### config.mk
export PLATFORM = sky130hd
export DESIGN_NAME = radix_digit_emitter
export DESIGN_NICKNAME = d
export VERILOG_FILES = /design/src/rtl/rde_pkg.sv /design/src/rtl/rde_cell.sv /design/src/rtl/rde_rem.sv /design/src/rtl/radix_digit_emitter.sv
export SDC_FILE = /design/constraint.sdc
export NUM_CORES = 1
export LEC_CHECK = 0
export BUFFER_PORTS_ARGS = -buffer_cell sky130_fd_sc_hd__buf_2
export CAP_MARGIN = 10
export CORE_UTILIZATION = 55
export CTS_BUF_LIST = sky130_fd_sc_hd__clkbuf_4
export DETAILED_ROUTE_END_ITERATION = 7
export HOLD_SLACK_MARGIN = 0.05
export PLACE_DENSITY = 0.79
export SYNTH_ARGS = -nofsm -noshare
export SYNTH_HDL_FRONTEND = slang
export SYNTH_SLANG_ARGS = --single-unit
### constraint.sdc
create_clock -name clk_i -period 2.53 [get_ports clk_i]
set_clock_uncertainty 0.1 [all_clocks]
set_input_delay 0.1265 -clock clk_i [delete_from_list [all_inputs] [get_ports clk_i]]
set_output_delay 0.1265 -clock clk_i [all_outputs]
set_load 0.05 [all_outputs]
### src/rtl/rde_pkg.sv
// ----------------------------------------------------------------------------
// rde_pkg
// Shared types, constants and the digit-to-ASCII map of the radix digit
// emitter.
// ----------------------------------------------------------------------------
`default_nettype none

package rde_pkg;

  localparam int unsigned RadixW = 5;
  localparam int unsigned RemW   = 4;
  localparam int unsigned CharW  = 7;

  localparam logic [RadixW-1:0] RadixReset = 5'd10;
  localparam logic [RadixW-1:0] RadixMin   = 5'd2;
  localparam logic [RadixW-1:0] RadixMax   = 5'd16;

  localparam logic [CharW-1:0] CharZero = 7'h30;
  localparam logic [CharW-1:0] CharA    = 7'h41;
  localparam logic [RemW-1:0]  DigitTen = 4'd10;

  // control from the sequencer to the cell row and the remainder stage
  typedef struct packed {
    logic load;     // take a new value into the row
    logic clr_rem;  // start a new digit
    logic shift;    // one division step
  } rde_ctrl_t;

  function automatic logic [CharW-1:0] digit_to_char(input logic [RemW-1:0] d);
    logic [CharW-1:0] c;
    if (d >= DigitTen) begin
      c = CharA + CharW'(d - DigitTen);
    end else begin
      c = CharZero + CharW'(d);
    end
    return c;
  endfunction

  function automatic logic [RadixW-1:0] clamp_radix(input logic [RadixW-1:0] r);
    logic [RadixW-1:0] e;
    if (r < RadixMin) begin
      e = RadixMin;
    end else if (r > RadixMax) begin
      e = RadixMax;
    end else begin
      e = r;
    end
    return e;
  endfunction

endpackage

`default_nettype wire

### src/rtl/rde_cell.sv
// ----------------------------------------------------------------------------
// rde_cell
// One bit of the dividend/quotient row. Loads a value bit, or takes the bit
// of its lower neighbour on each division step.
// ----------------------------------------------------------------------------
`default_nettype none

module rde_cell (
  input  wire logic             clk_i,
  input  wire logic             rst_ni,
  input  wire rde_pkg::rde_ctrl_t ctrl_i,
  input  wire logic             load_bit_i,
  input  wire logic             shift_in_i,
  output logic                  bit_o
);

  logic bit_q, bit_d;

  always_comb begin
    bit_d = bit_q;
    if (ctrl_i.load) begin
      bit_d = load_bit_i;
    end else if (ctrl_i.shift) begin
      bit_d = shift_in_i;
    end
  end

  // data bit, cleared to zero by the asynchronous active-low reset rst_ni
  always_ff @(posedge clk_i or negedge rst_ni) begin
    if (!rst_ni) begin
      bit_q <= 1'b0;
    end else begin
      bit_q <= bit_d;
    end
  end

  assign bit_o = bit_q;

endmodule

`default_nettype wire

### src/rtl/rde_rem.sv
// ----------------------------------------------------------------------------
// rde_rem
// Remainder stage at the top of the row: one restoring division step against
// the radix per cycle while shift is set, giving one quotient bit to the row.
// ----------------------------------------------------------------------------
`default_nettype none

module rde_rem (
  input  wire logic                         clk_i,
  input  wire rde_pkg::rde_ctrl_t           ctrl_i,
  input  wire logic                         bit_i,
  input  wire logic [rde_pkg::RadixW-1:0]   radix_i,
  output logic                              qbit_o,
  output logic [rde_pkg::RemW-1:0]          rem_o
);

  logic [rde_pkg::RemW-1:0]   rem_q, rem_d;
  logic [rde_pkg::RadixW-1:0] trial;

  always_comb begin
    trial  = {rem_q, bit_i};
    qbit_o = (trial >= radix_i);
    rem_d  = rem_q;
    if (ctrl_i.clr_rem) begin
      rem_d = '0;
    end else if (ctrl_i.shift) begin
      // remainder stays below the radix, so four bits hold it
      rem_d = qbit_o ? rde_pkg::RemW'(trial - radix_i) : rde_pkg::RemW'(trial);
    end
  end

  always_ff @(posedge clk_i) begin
    rem_q <= rem_d;
  end

  assign rem_o = rem_q;

endmodule

`default_nettype wire

### src/rtl/radix_digit_emitter.sv
// ----------------------------------------------------------------------------
// radix_digit_emitter
// Emits the digits of an unsigned value in a radix of 2 to 16 as ASCII,
// least significant digit first, the last digit flagged by tlast.
// ----------------------------------------------------------------------------
// channel   dir  fields (lsb up)                  accepted when
// s_axis    in   tdata: value                     tvalid & tready
// m_axis    out  tdata: digit_char; tlast: last   tvalid & tready
// cfg       in   data: radix                      valid & ready
//
// Each digit takes VALUE_BITS division steps in the cell row, one quotient
// bit per step from the bit-serial remainder stage, and is then handed to
// the output register. A new item is taken once the last digit of the
// previous one sits in the output register. A stalled output holds the row
// in its handoff state. Reset sets the radix to 10.
// ----------------------------------------------------------------------------
`default_nettype none

module radix_digit_emitter #(
  parameter int unsigned VALUE_BITS = 31
) (
  input  wire logic                                clk_i,
  input  wire logic                                rst_ni,
  // value
  input  wire logic                                s_axis_tvalid,
  output logic                                     s_axis_tready,
  input  wire logic [((VALUE_BITS+7)/8)*8-1:0]     s_axis_tdata,
  // digit_char
  output logic                                     m_axis_tvalid,
  input  wire logic                                m_axis_tready,
  output logic [7:0]                               m_axis_tdata,
  output logic                                     m_axis_tlast,
  // radix
  input  wire logic                                cfg_valid_i,
  output logic                                     cfg_ready_o,
  input  wire logic [rde_pkg::RadixW-1:0]          cfg_data_i
);

  localparam int unsigned CntW = $clog2(VALUE_BITS);

  typedef enum logic [2:0] {
    StIdle = 3'b001,
    StDiv  = 3'b010,
    StEmit = 3'b100
  } rde_state_e;

  rde_state_e state_q, state_d;
  logic [CntW-1:0]            cnt_q, cnt_d;
  logic [rde_pkg::RadixW-1:0] radix_q;
  logic                       out_valid_q, out_valid_d;
  logic [rde_pkg::CharW-1:0]  out_char_q, out_char_d;
  logic                       out_last_q, out_last_d;

  rde_pkg::rde_ctrl_t         ctrl;
  logic [VALUE_BITS-1:0]      row;
  logic                       qbit;
  logic [rde_pkg::RemW-1:0]   rem;
  logic [rde_pkg::RadixW-1:0] radix_eff;
  logic                       in_fire, out_free, quot_zero;

  assign cfg_ready_o   = 1'b1;
  assign s_axis_tready = (state_q == StIdle);
  assign in_fire       = s_axis_tvalid && s_axis_tready;
  assign out_free      = !out_valid_q || m_axis_tready;
  assign radix_eff     = rde_pkg::clamp_radix(radix_q);
  assign quot_zero     = (row == '0);

  always_ff @(posedge clk_i or negedge rst_ni) begin
    if (!rst_ni) begin
      radix_q <= rde_pkg::RadixReset;
    end else if (cfg_valid_i && cfg_ready_o) begin
      radix_q <= cfg_data_i;
    end
  end

  // cell row: row[0] takes the new quotient bit, the top bit feeds the
  // remainder stage
  for (genvar k = 0; k < VALUE_BITS; k++) begin : g_row
    logic shift_in;
    if (k == 0) begin : g_first
      assign shift_in = qbit;
    end else begin : g_next
      assign shift_in = row[k-1];
    end
    rde_cell u_cell (
      .clk_i      (clk_i),
      .rst_ni     (rst_ni),
      .ctrl_i     (ctrl),
      .load_bit_i (s_axis_tdata[k]),
      .shift_in_i (shift_in),
      .bit_o      (row[k])
    );
  end

  rde_rem u_rem (
    .clk_i   (clk_i),
    .ctrl_i  (ctrl),
    .bit_i   (row[VALUE_BITS-1]),
    .radix_i (radix_eff),
    .qbit_o  (qbit),
    .rem_o   (rem)
  );

  always_comb begin
    state_d      = state_q;
    cnt_d        = cnt_q;
    out_valid_d  = out_valid_q && !m_axis_tready;
    out_char_d   = out_char_q;
    out_last_d   = out_last_q;
    ctrl.load    = 1'b0;
    ctrl.clr_rem = 1'b0;
    ctrl.shift   = 1'b0;
    case (state_q)
      StIdle: begin
        if (in_fire) begin
          ctrl.load    = 1'b1;
          ctrl.clr_rem = 1'b1;
          cnt_d        = '0;
          state_d      = StDiv;
        end
      end
      StDiv: begin
        ctrl.shift = 1'b1;
        cnt_d      = cnt_q + 1'b1;
        if (cnt_q == CntW'(VALUE_BITS - 1)) begin
          state_d = StEmit;
        end
      end
      StEmit: begin
        if (out_free) begin
          out_valid_d  = 1'b1;
          out_char_d   = rde_pkg::digit_to_char(rem);
          out_last_d   = quot_zero;
          ctrl.clr_rem = 1'b1;
          cnt_d        = '0;
          state_d      = quot_zero ? StIdle : StDiv;
        end
      end
      default: begin
        state_d = StIdle;
      end
    endcase
  end

  always_ff @(posedge clk_i or negedge rst_ni) begin
    if (!rst_ni) begin
      state_q     <= StIdle;
      cnt_q       <= '0;
      out_valid_q <= 1'b0;
    end else begin
      state_q     <= state_d;
      cnt_q       <= cnt_d;
      out_valid_q <= out_valid_d;
    end
  end

  always_ff @(posedge clk_i) begin
    out_char_q <= out_char_d;
    out_last_q <= out_last_d;
  end

  assign m_axis_tvalid = out_valid_q;
  assign m_axis_tdata  = {1'b0, out_char_q};
  assign m_axis_tlast  = out_last_q;

endmodule

`default_nettype wire
Word-level counts from Yosys, hierarchy flattened
Cells that the tools add are included.

Flip-flop bits (word level): 57. Input port bits: 42.

Add/sub/neg operators: 5. Magnitude comparators: 4. Eq/ne operators: 7. Mux-type cells: 81. Reductions and logical operators: 11.

Operators by type and width (count): 1-bit 2-to-1 mux (67); 31-bit logical NOT (1); 5-bit 2-to-1 mux (4); 5-bit one-hot mux with 3 select lines (1); 3-bit 2-to-1 mux (3); 3-bit one-hot mux with 3 select lines (1); 6-bit by 4-bit adder with 7-bit output, first input constant (1); 7-bit adder, first input constant (1); 7-bit 2-to-1 mux (1); 3-bit AND reduction (2); 5-bit by 1-bit adder with 5-bit output, second input constant (1); 5-bit == test, second input constant (1); 5-bit >= comparator (1); 5-bit greater-than comparator, second input constant (1); 5-bit by 2-bit < comparator with 1-bit output, second input constant (1); 4-bit by 4-bit subtractor with 5-bit output, second input constant (1); 4-bit >= comparator, second input constant (1); 2-bit 2-to-1 mux (2); 4-bit 2-to-1 mux (1); 2-bit inequality test, second input constant (2); 4-bit subtractor (1); 3-bit by 1-bit == test with 1-bit output, second input constant (1); 3-bit by 2-bit == test with 1-bit output, second input constant (1); 3-bit == test, second input constant (1); other kinds (8) (10).

Longest topological paths before layout
Gate-level depths: netlist (run 1).

Word-level depth: 6. Gate-level depth with buffers: 8.

Cells and area by module
A second synthesis (run 1) with hierarchy kept.

Cells, all modules: 288. Area, all modules: 2985.4 um2.

By module, submodules not included: rde_cell (instances 31, cells each 4, area each 43.8 um2, sequential area each 25.0 um2); radix_digit_emitter (instances 1, cells each 121, area each 1249.9 um2, sequential area each 594.3 um2); rde_rem (instances 1, cells each 43, area each 377.9 um2, sequential area each 80.1 um2).

Least setup slack after synthesis (run 1)
Ideal clock, no wire load.

Kind: register to register. Start point: reg radix_q[3] (netlist bit). End point: reg u_rem.rem_q, in the netlist u_rem.rem_o[2]. Arrival: 1.807 ns. Slack: 0.486 ns. Stages on the path, launching flop included: 9. Clock period less this slack: 2.044 ns. Cell sequence: dfstp_2 nor2_1 o21ai_0 ha_1 nand2b_1 a21oi_1 o22ai_2 mux2i_1 o22ai_1.

Longest elaborated chain between the ends: 5. Elaborated cells on any way between the ends: 7.

Ends and longest elaborated chain: start, declared (RTL line radix_digit_emitter.sv:49) `logic [rde_pkg::RadixW-1:0] radix_q;`; start signal, assigned (RTL line radix_digit_emitter.sv:70) `radix_q <= rde_pkg::RadixReset;`; start signal, assigned (RTL line radix_digit_emitter.sv:72) `radix_q <= cfg_data_i;`; 5-bit greater-than comparator (RTL line rde_pkg.sv:43) `end else if (r > RadixMax) begin`; 5-bit 2-to-1 mux (RTL line rde_pkg.sv:43); 5-bit 2-to-1 mux (*) (RTL line rde_pkg.sv:41) `if (r < RadixMin) begin`; 4-bit subtractor / 5-bit >= comparator (equally long branches) (RTL line rde_rem.sv:28, rde_rem.sv:22); 4-bit 2-to-1 mux (*) (RTL line rde_rem.sv:28) `rem_d = qbit_o ? rde_pkg::RemW'(trial - radix_i) : rde_pkg::RemW'(trial);`; end signal, assigned (RTL line rde_rem.sv:33) `rem_q <= rem_d;`; end, declared (RTL line rde_rem.sv:17) `logic [rde_pkg::RemW-1:0] rem_q, rem_d;`.

Mark *: on every way between the ends. The rest lies on a longest branch, timed or not. A chain may end at the register's enable or synchronous reset.

Final worst setup path (run 1)
Ends and elaborated chain as after synthesis.

==> results of run 1 <==
[worst min-delay path by stage]
stage,startpoint,to,slack (ns),depth (start not counted)
2_1_floorplan,rst_ni,cnt_q[0],-0.27,0
3_3_place_gp,cfg_data_i[4],radix_q[4],0.23,3
3_5_place_dp,cfg_data_i[4],radix_q[4],0.24,3
4_1_cts,s_axis_tvalid,state_q[0],0.12,5
5_1_grt,s_axis_tvalid,state_q[0],0.16,5
6_report,s_axis_tvalid,state_q[0],0.14,5
[critical path: cells and delay by family (launching register included)]
family / cells / cell delay, ns
flip-flops: 1 / 0.57
AND/OR/NAND/NOR: 2 / 0.14
AO/OA/AOI/OAI: 4 / 0.75
adder cells (fa/ha/maj): 1 / 0.31
multiplexers: 1 / 0.23
[layer usage]
| layer | wire (um) | vias up | GRT usage [%] |
|---|---|---|---|
| met3 | 275 | 13 | 7.18 |
| li1 | - | 1213 | - |
| met2 | 3350 | 78 | 46.9 |
| met4 | 138 | 0 | 11.5 |
| met5 | 0 | - | 0 |
| met1 | 2890 | 1169 | 34.9 |
[synth_stat cells, types with 6 or more instances]
cell type | count | area [um^2]
edfxtp_1 | 8 | 240
inv_1 | 8 | 30.0
dfrtp_1 | 42 | 1050
nand2_1 | 72 | 270
nand4_1 | 6 | 37.5
a22oi_1 | 31 | 233
ha_1 | 12 | 150
nor4_1 | 7 | 43.8
nor2_1 | 17 | 63.8
a21oi_1 | 6 | 30.0
o21ai_0 | 8 | 40.0
buf_2 | 6 | 30.0
xor2_1 | 7 | 61.3
[kinds of logic after synthesis]
| kind of cell | after synthesis |
|---|---|
| and+or+nand+nor | 119 |
| buffers and inverters | 22 |
| AOI/OAI and AO/OA | 59 |
| other | 2 |
| DFF | 57 |
| muxes | 9 |
| xor gates and xnor gates | 9 |
| adders and majority gates | 13 |
[state kept, by name, indices dropped and copies added (netlist names)]
signal,count
g_row.u_cell.bit_o,31
out_char_q,7
cnt_q,5
radix_q,5
u_rem.rem_o,4
state_q,3
m_axis_tlast,1
m_axis_tvalid,1
[power by group]
group / switching (mW) / leakage (nW) / internal (mW)
Sequential: 0.310 / 0.665 / 1.25
Clock: 0.323 / 0.0601 / 0.197
Combinational: 0.823 / 1.02 / 0.614
Total: 1.46 / 1.75 / 2.07
[area by class of cell]
type / instances / area (um^2) / share of cell area [%]
Timing Repair Buffer: 98 / 721 / 19.4
Inverter: 8 / 30.0 / 0.809
Multi-Input combinational cell: 211 / 1330 / 35.8
Tap cell: 67 / 83.8 / 2.26
Clock inverter: 6 / 25.0 / 0.674
Sequential cell: 57 / 1450 / 39.0
Clock buffer: 10 / 75.1 / 2.02
[placed cells by master, fill, tap and decap left out, types with 2 or more instances in the layout]
master / instances
dfstp_2: 3
nand2_1: 72
xnor2_1: 2
dfrtp_1: 42
nand2b_1: 5
mux2_2: 5
a22oi_1: 31
clkinv_2: 2
o21ai_0: 8
clkinv_1: 4
buf_4: 4
o22ai_1: 2
dlygate4sd3_1: 44
a21oi_1: 6
nand4_1: 6
mux2i_1: 4
nor2_1: 16
a211oi_1: 2
ha_1: 12
nor4_1: 7
edfxtp_1: 8
inv_1: 8
clkbuf_4: 10
dfxtp_1: 4
nor3_1: 2
buf_2: 50
conb_1: 2
xor2_1: 7
[stage by stage]
stage / total power, mW / worst slack, ns / utilization (%) / hold WS [ns] / cell area (um^2)
2_1_floorplan: 2.59 / 0.486 / - / -0.269 / 2870
3_3_place_gp: 2.87 / 0.345 / 65.0 / 0.234 / 3170
3_5_place_dp: 2.93 / 0.285 / 65.0 / 0.239 / 3170
4_1_cts: 3.51 / 0.276 / 76.1 / 0.120 / 3710
5_1_grt: 3.82 / 0.0861 / 76.1 / 0.162 / 3710
6_report: 3.52 / 0.297 / 76.1 / 0.142 / 3710
==> impl_metrics.tcl, run 1 <==
set metrics [dict create \
    gp_congestion 0.829 \
    diodes 0 \
    worst_pin_slew_ns 0.992 \
    cp-start-kind "register" \
    synth_area_per_cell_um2 9.90 \
    reg2reg_depth 8 \
    synth_seq_cells 57 \
    cts_setup_buffers 0 \
    syn_nets 345 \
    grt_pass1_vias 2516 \
    clock_latency_ns 0.39 \
    fin_crit_ns 2.23 \
    n_fill_cell 340 \
    num_rows 25 \
    cp_cell_sequence "nor2_1 -> o21ai_0 -> ha_1 -> nand2b_1 -> a21oi_1 -> o22ai_2 -> mux2i_1 -> o22ai_1" \
    powerDensity_nw_per_um2 948 \
    fin_tns_setup_ns 0 \
    ir_drop_mv 0.619 \
    drc 0 \
    p_leak_nw 1.75 \
    cts_tree "done" \
    crit_required_ns 2.68 \
    grt_max_degree 46 \
    dr.pass1.iters 5 \
    crit_slowest_cell "dfstp_2" \
    cts.sink_count 57 \
    startpoint "radix_q[3]" \
    num-nets-final 440 \
    clk_pin_slew_ns 0.09 \
    h-tree-depth 3 \
    crit_end "u_rem.rem_o[2]" \
    ys.flop_type "dfrtp_1" \
    ant_nets 0 \
    dieHeight_um 74.2 \
    postCtsHoldBufs 44 \
    hp-class "in2reg" \
    numCtsBuffers 9 \
    clockBufferDepth 2 \
    rsz0062_at_grt "false" \
    area_growth_pct 29.4 \
    vias_per_cell 5.41 \
    first_iter_violations 247 \
    grt-ovfl-total 0 \
    ys_seq_area_share_pct 50.5 \
    wire_per_inst_um 14.6 \
    cts_resized 0 \
    r2r_end "u_rem.rem_o[2]" \
    min_period_over_period_pct 88.3 \
    slew_headroom_pct 33.9 \
    status "finished, final reports clean" \
    synth_top_family_by_area "simple AND/OR/NAND/NOR gates" \
    muxShareOfSynthArea_pct 3.36 \
    grt_pass1_wl_um 11400 \
    synthArstFlopShare_pct 78.9 \
    crit_fanout 5 \
    ys_types 47 \
    synthSimpleGateAreaFrac_pct 18.9 \
    yosys.area_share.adder_pct 5.93 \
    ios 54 \
    yosys_warnings 0 \
    cpPeakStageDelay_ns 0.57 \
    routed_wl_um 6650 \
    arrival_ns 2.39 \
    die_x_um 74.2 \
    cap_violations 0 \
    max_freq_mhz 448 \
    finalSetupViolations 0 \
    hold_violations 0 \
    endpoint_kind "register" \
    port_buffers 50 \
    die_area_um2 5510 \
    core_um2 4880 \
    dpl.hpwl_um 3870 \
    synth-edff-count 8 \
    antenna_found_initial 0 \
    syn-cell-area_um2 2870 \
    grtUsageTotal_pct 28.0 \
    via_count 2473 \
    worstSetupPathType "reg2reg" \
    synthXorXnorAreaFrac_pct 2.75 \
    fin_cells 457 \
    start_util_pct 58.8 \
    place_inst 397 \
    synth_compound_area_share_pct 14.6 \
    drive_gt1_share_pct 20.8 \
    rr_startpoint "radix_q[3]" \
    syn_inst 290 \
    cts-root-buf "clkbuf_4" \
    maxSlewViolCount 0 \
    rrSetupSlack_ns 0.30 \
]
No activity file was read; power rests on OpenSTA's default activity.
==> inputs of run 2 (changes only) <==
--- a/config.mk
+++ b/config.mk
@@ -6,7 +6,7 @@
 export NUM_CORES = 1
 export LEC_CHECK = 0
 export BUFFER_PORTS_ARGS = -buffer_cell sky130_fd_sc_hd__buf_2
-export CAP_MARGIN = 10
+export CAP_MARGIN = 30
 export CORE_UTILIZATION = 55
 export CTS_BUF_LIST = sky130_fd_sc_hd__clkbuf_4
 export DETAILED_ROUTE_END_ITERATION = 7
==> constraint.sdc (replaced) <==
create_clock -name clk_i -period 2.3 [get_ports clk_i]
set_clock_uncertainty 0.1 [all_clocks]
set_input_delay 0.115 -clock clk_i [delete_from_list [all_inputs] [get_ports clk_i]]
set_output_delay 0.115 -clock clk_i [all_outputs]
set_load 0.05 [all_outputs]
==> run 2 against run 1 <==
Clock power grew 19%. First-iteration DRC count down 30%. Register-to-register slack got worse by 0.09 ns. Critical endpoint unchanged.
==> impl_metrics.tcl, run 2 (synthesized netlist as in run 1, its figures left out) <==
set metrics [dict create \
    status "finished, final reports clean" \
    place_inst 402 \
    seq_power_share_pct 43.2 \
    crit_buf_inv 0 \
    endpoint_kind "register" \
    dpl.hpwl_um 4150 \
    first_iter_violations 174 \
    worstSetupPathType "reg2reg" \
    clock_latency_ns 0.41 \
    diodes 0 \
    critical-path-top-delay-family "compound AO/OA/AOI/OAI gates" \
    whs_ns 0.121 \
    cts.sink_count 57 \
    port_buffers 50 \
    cpPeakStageDelay_ns 0.58 \
    crit_slowest_cell "dfstp_2" \
    cp_cell_sequence "nor2_1 -> o21ai_1 -> ha_1 -> nand2b_1 -> a21oi_1 -> o22ai_2 -> mux2i_1 -> o22ai_1" \
    num-nets-final 445 \
    crit_required_ns 2.46 \
    powerDensity_nw_per_um2 1060 \
    fin_tns_setup_ns 0 \
    num_rows 25 \
    hp-class "in2reg" \
    min_period_over_period_pct 91.1 \
    grt_pass1_vias 2561 \
    fin_cells 462 \
    cap_violations 0 \
    die_x_um 74.2 \
    hold_violations 0 \
    grt_max_degree 38 \
    drive_gt1_share_pct 22.3 \
    area_growth_pct 31.0 \
    combPwrFrac_pct 41.3 \
    grt-ovfl-total 0 \
    core_um2 4880 \
    layout_commonest_cell "nand2_1" \
    layout_common_cells "nand2_1 (72), buf_2 (50), dlygate4sd3_1 (44), dfrtp_1 (42), a22oi_1 (31)" \
    via_count 2548 \
    switching_share_pct 41.6 \
    fin_crit_ns 2.09 \
    ir_drop_mv 0.612 \
    rsz0062_at_grt "false" \
    h-tree-depth 3 \
    worst_pin_slew_ns 0.636 \
    cts-root-buf "clkbuf_4" \
    finalSetupViolations 0 \
    ant_nets 0 \
    cts_tree "done" \
    max_freq_mhz 478 \
    clockBufferDepth 2 \
    dieHeight_um 74.2 \
    start_util_pct 58.8 \
    grt_pass1_wl_um 11500 \
    die_area_um2 5510 \
    grtUsageTotal_pct 28.4 \
    p_clk_share_pct 15.5 \
    arrival_ns 2.25 \
    slew_headroom_pct 57.6 \
    gp_congestion 0.803 \
    antenna_found_initial 0 \
    p_sw_mw 1.66 \
    routed_wl_um 6910 \
    dr.pass1.iters 5 \
    numCtsBuffers 9 \
    largest_reg_flops 31 \
    vias_per_cell 5.52 \
    p_int_mw 2.33 \
    clk_pin_slew_ns 0.09 \
    drc 0 \
    crit_fanout 5 \
    wire_per_inst_um 15.0 \
    p_leak_nw 1.78 \
    cp-start-kind "register" \
    ios 54 \
    maxSlewViolCount 0 \
]
[run 2: changes by cell type in the layout (fill, tap and decap cells not counted)]
cell / before / now
o21ai_1: 1 / 2
clkinv_2: 2 / 1
clkbuf_4: 10 / 12
buf_4: 4 / 9
o21ai_0: 8 / 7
clkinvlp_4: 0 / 1
clkinv_1: 4 / 2
[run 2: final timing paths]
| kind | depth (start not counted) | end | slack, ns | start |
|---|---|---|---|---|
| max in group asynchronous | 3 | radix_q[3] | 1.26 | rst_ni |
| setup / recovery | 8 | u_rem.rem_o[2] | 0.21 | radix_q[3] |
| hold / removal | 5 | state_q[0] | 0.12 | s_axis_tvalid |
| setup reg to reg | 8 | u_rem.rem_o[2] | 0.21 | radix_q[3] |
| min in group asynchronous | 2 | g_row[20].u_cell.bit_o | 0.14 | rst_ni |
| hold reg to reg | 2 | g_row[19].u_cell.bit_o | 0.43 | g_row[19].u_cell.bit_o |
[run 2: routing by layer]
layer / vias up / GRT usage, % / share of wire [%] / wire, um
li1: 1222 / - / - / -
met1: 1208 / 35.5 / 43 / 2950
met2: 102 / 46.4 / 50 / 3430
met3: 16 / 6.91 / 5.6 / 385
met4: 0 / 14.0 / 2.2 / 151
met5: - / 0 / 0 / 0
[run 2: power groups by stage]
stage	logic, mW	registers, mW	clock network [mW]
2_1_floorplan	1.24	1.61	0
4_1_cts	1.61	1.70	0.627
5_1_grt	1.83	1.77	0.665
6_report	1.65	1.73	0.619
3_3_place_gp	1.48	1.71	0
3_5_place_dp	1.54	1.72	0
[run 2: metrics by stage]
stage,power (mW),utilization (%),setup slack [ns],cell area (um^2)
finish,3.99,77.1,0.206,3760
global placement,3.18,65.8,0.229,3210
CTS,3.94,77.1,0.108,3760
floorplan,2.85,-,0.256,2870
global route,4.26,77.1,0.0580,3760
detailed placement,3.26,65.8,0.122,3210
[run 2: cell type report]
cell class	count	area, um^2
tap	67	83.8
clock inverter	4	20.0
clock buffer	12	90.1
multi-input combinational	211	1330
fill	347	1120
inverter	8	30.0
sequential	57	1450
timing repair buffer	103	758
[run 2: tightest hold or removal path, delay by kind of cell]
kind	cells	cell delay (ns)
buffers and inverters	1	0.09
AOI/OAI and AO/OA	2	0.17
and+or+nand+nor	2	0.20
[run 2: repair_timing]
| action | CTS | global route |
|---|---|---|
| buffers inserted | 0 | 0 |
| endpoints found under the setup margin | 0 | 3 |
| endpoints found under the hold margin | 63 | 0 |
| gates resized for setup | 0 | 1 |
| hold buffers | 44 | 0 |
